`config.mk`:
```
export PLATFORM = sky130hd
export DESIGN_NAME = ordered_keyed_timer_table
export DESIGN_NICKNAME = d
export VERILOG_FILES = /design/src/sv/okt_pkg.sv /design/src/sv/okt_cell.sv /design/src/sv/ordered_keyed_timer_table.sv
export SDC_FILE = /design/constraint.sdc
export NUM_CORES = 1
export LEC_CHECK = 0
export BUFFER_PORTS_ARGS = -buffer_cell sky130_fd_sc_hd__buf_4
export CORE_ASPECT_RATIO = 1.75
export CORE_MARGIN = 3
export CORE_UTILIZATION = 30
export CTS_CLUSTER_SIZE = 8
export DETAILED_ROUTE_END_ITERATION = 6
export PLACE_DENSITY = 0.41
export SYNTH_ARGS = -nofsm -noshare
export SYNTH_HDL_FRONTEND = slang
export SYNTH_SLANG_ARGS = --single-unit
export TNS_END_PERCENT = 100
```
`constraint.sdc`:
```
create_clock -name clk -period 12.94 [get_ports clk]
set_input_delay 1.941 -clock clk [delete_from_list [all_inputs] [get_ports clk]]
set_output_delay 1.941 -clock clk [all_outputs]
set_load 0.02 [all_outputs]
```
`src/sv/okt_pkg.sv`:
```
// okt_pkg: shared types and codes for the ordered keyed timer table
// used by okt_cell, ordered_keyed_timer_table and okt_checker
`default_nettype none

package okt_pkg;

  typedef enum logic [2:0] {
    OP_APPEND = 3'd0,
    OP_FIND   = 3'd1,
    OP_DELETE = 3'd2,
    OP_TICK   = 3'd3,
    OP_CLEAR  = 3'd4
  } op_t;

  typedef enum logic [1:0] {
    STAT_OK         = 2'd0,
    STAT_FULL       = 2'd1,
    STAT_EMPTY_SLOT = 2'd2
  } status_t;

  typedef enum logic [1:0] {
    CELL_HOLD,
    CELL_ROTATE,
    CELL_LOAD_AT,
    CELL_SHIFT_FROM
  } cell_op_t;

  typedef enum logic {
    S_IDLE,
    S_SCAN
  } state_t;

  typedef struct packed {
    logic [15:0] id;
    logic [7:0]  kind;
    logic [7:0]  x;
    logic [7:0]  y;
    logic [15:0] timer;
  } entry_t;

  typedef struct packed {
    logic [2:0]  operation;
    logic [15:0] entry_id;
    logic [7:0]  entry_kind;
    logic [7:0]  pos_x;
    logic [7:0]  pos_y;
    logic [15:0] start_time;
    logic [3:0]  slot_index;
  } in_t;

  typedef struct packed {
    logic        hit;
    logic [3:0]  hit_slot;
    logic [15:0] hit_id;
    logic [7:0]  hit_kind;
    logic [7:0]  hit_x;
    logic [7:0]  hit_y;
    logic [15:0] hit_time;
    logic [4:0]  entry_count;
    logic [1:0]  status;
  } out_t;

endpackage

`default_nettype wire

```
`src/sv/okt_cell.sv`:
```
// okt_cell: one slot of the table, holds one entry and passes it to its neighbor
// depends on okt_pkg
`default_nettype none

module okt_cell
  import okt_pkg::*;
#(
  parameter int INDEX = 0,
  parameter int PW    = 4
) (
  input  wire logic     clk,
  input  wire cell_op_t ctl,
  input  wire logic [PW-1:0] pos,
  input  wire entry_t   load,
  input  wire entry_t   neighbor,
  output entry_t        q
);

  entry_t q_next;

  always_comb begin
    q_next = q;
    case (ctl)
      CELL_ROTATE: q_next = neighbor;
      CELL_LOAD_AT: begin
        if (PW'(INDEX) == pos) q_next = load;
      end
      // later entries move one slot toward cell 0 to close the gap
      CELL_SHIFT_FROM: begin
        if (PW'(INDEX) >= pos) q_next = neighbor;
      end
      default: q_next = q;
    endcase
  end

  always_ff @(posedge clk) begin
    q <= q_next;
  end

endmodule

`default_nettype wire

```
`src/sv/ordered_keyed_timer_table.sv`:
```
// ordered_keyed_timer_table: ordered table of countdown timers as a row of cells
// depends on okt_pkg and okt_cell
//
//   channel  | direction | payload | handshake
//   in       | input     | in_t    | in_valid / in_ready
//   out      | output    | out_t   | out_valid / out_ready
//
// append, delete, clear and unknown codes: result registered at acceptance
// find and tick: the row of cells rotates once past cell 0,
//   which holds the one compare and decrement unit
// one transaction in flight; in_ready is low while a scan runs or a result waits
// reset (rst, synchronous) empties the table; slot contents are not cleared
`default_nettype none

module ordered_keyed_timer_table
  import okt_pkg::*;
#(
  parameter int DEPTH = 16
) (
  input  wire logic clk,
  input  wire logic rst,
  input  wire logic in_valid,
  output logic      in_ready,
  input  wire in_t  in_data,
  output logic      out_valid,
  input  wire logic out_ready,
  output out_t      out_data
);

  localparam int CW = $clog2(DEPTH + 1);
  localparam int PW = (CW > 4) ? CW : 4;
  localparam int KW = (DEPTH > 1) ? $clog2(DEPTH) : 1;

  state_t state, state_next;
  logic [CW-1:0] count, count_next;
  logic [KW-1:0] k, k_next;
  in_t    req, req_next;
  logic   found, found_next;
  entry_t hit_entry, hit_entry_next;
  logic [3:0] hit_slot, hit_slot_next;
  logic   out_valid_next;
  out_t   out_data_next;

  cell_op_t      cell_ctl;
  logic [PW-1:0] cell_pos;
  entry_t        cell_load;
  entry_t        cell_q [DEPTH];
  entry_t        wrap;

  logic accept;
  logic full;
  logic slot_empty;
  logic last;
  logic active;
  logic match;
  entry_t e_mod;

  assign accept     = in_valid && in_ready;
  assign full       = (count == CW'(DEPTH));
  assign slot_empty = (PW'(in_data.slot_index) >= PW'(count));
  assign last       = (k == KW'(DEPTH - 1));
  assign active     = (CW'(k) < count);

  assign cell_load.id    = in_data.entry_id;
  assign cell_load.kind  = in_data.entry_kind;
  assign cell_load.x     = in_data.pos_x;
  assign cell_load.y     = in_data.pos_y;
  assign cell_load.timer = in_data.start_time;

  // entry in cell 0 is entry k of the table; a tick decrements a nonzero timer on its way round
  always_comb begin
    e_mod = cell_q[0];
    if (req.operation == OP_TICK && active && cell_q[0].timer != 16'd0) begin
      e_mod.timer = cell_q[0].timer - 16'd1;
    end
    match = 1'b0;
    if (active) begin
      if (req.operation == OP_TICK) begin
        match = (e_mod.timer == 16'd0);
      end else begin
        match = (e_mod.x == req.pos_x) && (e_mod.y == req.pos_y);
      end
    end
  end

  assign wrap = e_mod;

  for (genvar i = 0; i < DEPTH; i++) begin : g_cell
    okt_cell #(
      .INDEX (i),
      .PW    (PW)
    ) u_cell (
      .clk      (clk),
      .ctl      (cell_ctl),
      .pos      (cell_pos),
      .load     (cell_load),
      .neighbor ((i == DEPTH - 1) ? wrap : cell_q[(i + 1) % DEPTH]),
      .q        (cell_q[i])
    );
  end

  // next state
  always_comb begin
    state_next = state;
    case (state)
      S_IDLE: begin
        if (accept && (in_data.operation == OP_FIND || in_data.operation == OP_TICK)) begin
          state_next = S_SCAN;
        end
      end
      S_SCAN: begin
        if (last) state_next = S_IDLE;
      end
      default: state_next = S_IDLE;
    endcase
  end

  // outputs of the state machine
  always_comb begin
    in_ready = 1'b0;
    cell_ctl = CELL_HOLD;
    cell_pos = PW'(count);
    case (state)
      S_IDLE: begin
        in_ready = !out_valid || out_ready;
        if (accept && in_data.operation == OP_APPEND && !full) begin
          cell_ctl = CELL_LOAD_AT;
          cell_pos = PW'(count);
        end else if (accept && in_data.operation == OP_DELETE && !slot_empty) begin
          cell_ctl = CELL_SHIFT_FROM;
          cell_pos = PW'(in_data.slot_index);
        end
      end
      S_SCAN: cell_ctl = CELL_ROTATE;
      default: cell_ctl = CELL_HOLD;
    endcase
  end

  // datapath next values
  always_comb begin
    count_next     = count;
    k_next         = k;
    req_next       = req;
    found_next     = found;
    hit_entry_next = hit_entry;
    hit_slot_next  = hit_slot;
    out_valid_next = out_valid && !out_ready;
    out_data_next  = out_data;

    if (state == S_IDLE && accept) begin
      req_next   = in_data;
      k_next     = '0;
      found_next = 1'b0;
      out_data_next = '0;
      case (in_data.operation)
        OP_APPEND: begin
          if (full) out_data_next.status = STAT_FULL;
          else count_next = count + CW'(1);
        end
        OP_DELETE: begin
          if (slot_empty) out_data_next.status = STAT_EMPTY_SLOT;
          else count_next = count - CW'(1);
        end
        OP_CLEAR: count_next = '0;
        default: count_next = count;
      endcase
      out_data_next.entry_count = 5'(count_next);
      if (in_data.operation != OP_FIND && in_data.operation != OP_TICK) begin
        out_valid_next = 1'b1;
      end
    end

    if (state == S_SCAN) begin
      k_next = k + KW'(1);
      if (match && !found) begin
        found_next     = 1'b1;
        hit_entry_next = e_mod;
        hit_slot_next  = 4'(k);
      end
      if (last) begin
        out_valid_next = 1'b1;
        out_data_next  = '0;
        out_data_next.entry_count = 5'(count);
        if (found_next) begin
          out_data_next.hit      = 1'b1;
          out_data_next.hit_slot = hit_slot_next;
          out_data_next.hit_id   = hit_entry_next.id;
          out_data_next.hit_kind = hit_entry_next.kind;
          out_data_next.hit_x    = hit_entry_next.x;
          out_data_next.hit_y    = hit_entry_next.y;
          out_data_next.hit_time = hit_entry_next.timer;
        end
      end
    end
  end

  always_ff @(posedge clk) begin
    if (rst) begin
      state     <= S_IDLE;
      count     <= '0;
      out_valid <= 1'b0;
      found     <= 1'b0;
      k         <= '0;
    end else begin
      state     <= state_next;
      count     <= count_next;
      out_valid <= out_valid_next;
      found     <= found_next;
      k         <= k_next;
    end
  end

  always_ff @(posedge clk) begin
    req       <= req_next;
    hit_entry <= hit_entry_next;
    hit_slot  <= hit_slot_next;
    out_data  <= out_data_next;
  end

endmodule

`default_nettype wire

```
# After elaboration in Yosys (flattened, before gate mapping)
# Index checks and enable logic that the tools add are counted.
# Widths: inputs -> output; s select.
# word_totals
mem_count	0
inputBits	67
output_inout_bits	70
mem_bits_ro	0
reg_bits	1055
word_cells	312
latch_bits	0
ram_bits	0
# op_classes
addsub	4
n_div	0
eq_ne	61
multipliers	0
muxes	83
order_cmp	18
n_reduce_logical	42
n_shift	0
n_bitwise	1
# ops
op	n
$pmux 56 s3	16
$mux 56	33
$mux 68	3
$ne 2x1->1 const B	32
$mux 61	1
$reduce_and 3->1	16
$eq 4x5->1 const A	8
$ge 4x5->1 const A	8
$mux 5	5
$eq 3x5->1 const A	4
$ge 3x5->1 const A	4
$eq 8x8->1	2
$logic_not 16->1	1
$mux 16	1
$reduce_bool 16->1	1
$sub 16x1->16 const B	1
$pmux 5 s3	1
$mux 1	14
$logic_and 1x1->1	13
$mux 4	3
$eq 2x5->1 const A	2
$ge 1x5->1 const A	2
$ge 2x5->1 const A	2
$eq 3x2->1 const B	3
24 further kinds	33

# Logic depth before layout (Yosys ltp)
# logic_depth
ltp_word	13
depth_mapped	13
mapped_depth_nobuf	10

# Hierarchy
# From an unflattened synthesis, not the netlist that was laid out.
# unflattened
hier_cells	2801
hier_area_um2	47778.3
# by_module_without_submodules
mod	cells_per_inst	seq_area_each_um2	instances	area_per_inst_um2
okt_cell at g_cell[1].u_cell ...	126	1681.6	3	2528.7
ordered_keyed_timer_table	767	3973.8	1	7385.8
okt_cell at g_cell[6].u_cell	128	1681.6	1	2549.9
okt_cell at g_cell[10].u_cell	128	1681.6	1	2548.7
okt_cell at g_cell[12].u_cell	129	1681.6	1	2544.9
okt_cell at g_cell[0].u_cell	125	1681.6	1	2543.7
okt_cell at g_cell[4].u_cell	128	1681.6	1	2543.7
okt_cell at g_cell[8].u_cell	130	1681.6	1	2543.7
okt_cell at g_cell[9].u_cell	128	1681.6	1	2538.7
okt_cell at g_cell[11].u_cell	127	1681.6	1	2536.2
okt_cell at g_cell[13].u_cell	127	1681.6	1	2534.9
okt_cell at g_cell[2].u_cell	127	1681.6	1	2498.6
okt_cell at g_cell[14].u_cell	127	1681.6	1	2497.4
okt_cell at g_cell[15].u_cell	125	1681.6	1	2493.6
okt_cell at g_cell[5].u_cell	127	1681.6	1	2432.3

# Worst setup path after synthesis
# No wires, ideal clock.
# synth_path
kind	input-to-reg
startpoint	in in_data[61] (netlist name)
endpoint	reg g_cell[15].u_cell.q[0] (netlist name) (enable)
setup_ps	663
t_required_ps	12277
arrival_ps	9510
cell_stages	6
slack_ps	2767
path_buffers	2
path_cell_list	clkbuf_1 > or3_1 > nor2_1 > nand2_1 > clkbuf_1 > o311ai_0
# synth_between
elab_chain_len	9
word_cells_on_any_way	21
cone_classes	order compare (1); eq/ne (7); mux (6); reduce/logical (7)
# synth_lines
element	line	text
start, declared	ordered_keyed_timer_table.sv:24	input wire in_t in_data,
$eq 3x2->1	ordered_keyed_timer_table.sv:129	end else if (accept && in_data.operation == OP_DELETE && !slot_empty) begin
$logic_and 1x1->1 (2 in a row)	ordered_keyed_timer_table.sv:129	
$mux 5 / $mux 2 (equally long branches)	ordered_keyed_timer_table.sv:129	
$mux 5 / $mux 2 (equally long branches)	ordered_keyed_timer_table.sv:126	if (accept && in_data.operation == OP_APPEND && !full) begin
$mux 5 / $pmux 2 s2 (equally long branches)	ordered_keyed_timer_table.sv:123	case (state)
$ge 4x5->1 (tied with other cells)	okt_cell.sv:30	if (PW'(INDEX) >= pos) q_next = neighbor;
$ne 2x1->1 (no line) / $reduce_bool 3->1 (equally long branches)	--	
$reduce_and 3->1 (no line) *	--	
end signal, assigned	okt_cell.sv:37	q <= q_next;
end, declared	okt_cell.sv:16	output entry_t q
# Mark *: on every way between the ends. The rest lies on a longest branch, timed or not.
# A chain may end at the register's enable or synchronous reset.

# Worst setup path in the final report
# layout_path
startpoint	in in_data[0] (netlist name)
endpoint	reg g_cell[13].u_cell.q[24] (netlist name) (enable)
# layout_between
elab_chain_len	9
word_cells_on_any_way	18
cone_classes	order compare (2); eq/ne (6); mux (6); reduce/logical (4)
# layout_lines
element	line	text
$ge 4x5->1	ordered_keyed_timer_table.sv:60	assign slot_empty = (PW'(in_data.slot_index) >= PW'(count));
$logic_not 1->1	ordered_keyed_timer_table.sv:129	
$logic_and 1x1->1	ordered_keyed_timer_table.sv:129	
$mux 5 / $mux 2 (equally long branches)	ordered_keyed_timer_table.sv:129	
$mux 5 / $mux 2 (equally long branches)	ordered_keyed_timer_table.sv:126	
$mux 5 / $pmux 2 s2 (equally long branches)	ordered_keyed_timer_table.sv:123	
$ge 4x5->1 (tied with other cells)	okt_cell.sv:30	
$ne 2x1->1 (no line) / $reduce_bool 3->1 (equally long branches)	--	
$reduce_and 3->1 (no line) *	--	
end signal, assigned	okt_cell.sv:37	
end, declared	okt_cell.sv:16	
# Marks and branches as above.

==> metrics <==
Routed WL per cell 23.5 µm; Setup CP Type input pin to flop; measured slew at the worst slew-check pin between 1 and 1.5 ns; Syn Area/Cell 14.9 µm²; worst skew pair latency around 0.75 ns; Initial DRT Pass Iterations 5; Num CTS Buffers 150; Die H ~510 µm; Setup TNS Final 0 ns; max_cap viols 0; gr busiest metal met2; Most Frequent Cell on Critical Path a21o_1; gr usage total approximately 15%; crit path max fanout 37; Yosys reg bits roughly 1100; Clock Skews around 0.028 ns; Synth Area in XOR/XNOR 0.614%; fraction of layout cells with a size suffix above 1 ~13%; Compound-Gate Fraction of Synth Area 19.1%; Reg clk slew, reported paths roughly 0.050 ns; Setup crit start in_data[0]; Num Clock Sinks 1055; number of vias per cell between 5 and 6; met1 global-route usage ~20%; Hold Slack roughly 0.46 ns; Simple-Gate Fraction of Synth Area under 10%; Final Cycle Share roughly 46%; DR iter-0 viols ~1700; ranking of synthesized cells by area edfxtp_1, a21o_1, dfxtp_1; P_leak between 0.02 and 0.025 µW; Max Freq around 0.17 GHz; DPL Wire Length roughly 63000 µm; Power Dens Cells about 160 nW/µm²; Top Ports around 140; Mapped Nets approximately 3000; Initial Util between 30% and 40%; CP max stage delay a little under 0.9 ns; reg-to-reg startpoint state; Cell Area, Synth about 43000 µm²; slowest stage cell, crit path a21oi_4; met3 GRT Util under 10%; final hold vios 0; PostCTS Resize Cnt 0; largest family of logic cells by synthesized area compound AO/OA/AOI/OAI gates; total gr overflow 0; post-route ant nets 0; maximum VDD drop about 120 µV; min-delay src out_data[0]; status complete, no violations; global placer's final weighted congestion 0.798; num rows between 150 and 200; crit path launch type input pin; antenna violations before repair 5; Setup Fix Bufs, Post-CTS 0; Final Max Slew Viols 0; pin count of the biggest net entering global routing roughly 220; area grow syn2layout 16.6%; CTS tree yes; first-pass GRT wire length 170000 µm; H-tree depth 4; ys flop type edfxtp_1; Vias ~24000; post-synth cell types 63; biggest area consumer among synthesized cells edfxtp_1; nets roughly 3000; most frequent cell after synthesis edfxtp_1; CTS Buffer Depth 3; number of buffers added on ports approximately 140; DRC viols 0; vias in the first global route between 20000 and 30000; Die Wd just under 300 µm; post-synthesis mux area share under 10%; Worst slew margin 22.8%; Hold Buf Count CTS 0; min Tclk post-route between 5 and 6 ns; top cells by count, synth edfxtp_1, a21o_1, clkbuf_1; Worst EP arrival between 6 and 7 ns; Root Driver clkbuf_16; Post-synth EDFFs approximately 980; die area about 150000 µm²; post-synthesis sequential area ratio around 72%; yosys warns 0; critical path endpoint category flop; Synth async-reset ratio 0%; Core Area 141000 µm²; GR met2 Demand/Resource approximately 25%; total wire length approximately 110000 µm; top-area cell type share of the netlist area approximately two thirds; Gate Count Post-Synth around 2900; RSZ-0062 raised after global routing false; final setup fails 0; Crit path required time 13.29 ns; Adder-Cell Fraction of Synth Area less than 1%; hold crit path type flop to flop; worst-path cell chain buf_4, inv_1, ha_1, nand2b_1, a21o_1, a21o_1, a21o_1, a21oi_1, mux2i_1, nand2_1, a21oi_4, buf_4
-- through the flow --
stage          power [µW]  cell area (µm²)  setup WS [ns]  utilization [%]  cells
6_report             8170            49800           6.95             35.4   4856
5_1_grt              8490            49800           6.66             35.4   4853
4_1_cts              8330            49800           6.94             35.4   4852
3_5_place_dp         4630            45600           6.15             32.4   4627
3_3_place_gp         4620            45600           6.26             32.4   4627
2_1_floorplan        4410            42800           2.77                -   2876
-- kinds of logic (layout without fill, tap and decap cells) --
family	count (synthesis)	after routing
muxes	67	67
AOI/OAI and AO/OA	1123	1123
DFF	1055	1055
and+or+nand+nor	259	259
buffers and inverters	331	467
adders and majority gates	11	11
other	0	4
xor gates and xnor gates	30	30
-- registers in the layout, indices dropped and copies added (netlist names) --
name / flops
req: 19
out_valid: 1
count: 5
hit_entry: 56
out_data: 68
hit_slot: 4
state: 1
g_cell.u_cell.q: 896
found: 1
k: 4
-- per-layer routing --
layer	routed length [µm]	up-vias
met4	2890	0
li1	-	10986
met1	51300	12648
met5	0	-
met3	4810	167
met2	55200	559
-- final cells by class --
class / count / area, µm²
flip-flops and latches: 1055 / 30900
fillers: 13462 / 91100
repair buffers: 177 / 1350
well taps: 1840 / 2300
clock buffers: 213 / 4080
clock inverters: 12 / 151
inverters: 65 / 244
multi-input cells: 1490 / 10800
diodes: 4 / 10.0
-- path summary, 6_finish.rpt --
check	endpoint	slack, ns	cells after the start
max reg2reg	g_cell[12].u_cell.q[24]	7.52	9
min	out_data[0]	0.46	2
min reg2reg	out_data[0]	0.46	2
max	g_cell[13].u_cell.q[24]	6.95	12
-- placed cells by master (no fill, tap or decap), types with 59 or more instances in the layout --
cell and count:
a21o_1 885, and2_1 59, dfxtp_1 79, a22oi_1 61, buf_4 175, edfxtp_1 975
inv_1 61, clkbuf_16 154, clkbuf_1 59, nor2_1 65
-- worst max-delay path: cells and delay by family --
family / cells / cell delay [ns]
AOI/OAI and AO/OA: 5 / 2.30
buffers and inverters: 3 / 0.97
muxes: 1 / 0.45
and+or+nand+nor: 2 / 0.31
adders and majority gates: 1 / 0.29
-- report_power, final --
group	leakage [µW]	switching (µW)	internal [µW]
Combinational	0.00909	323	177
Sequential	0.00964	71.7	3970
Clock	0.00204	1440	2180
Total	0.0208	1840	6330
(Power assumes the default switching activity.)
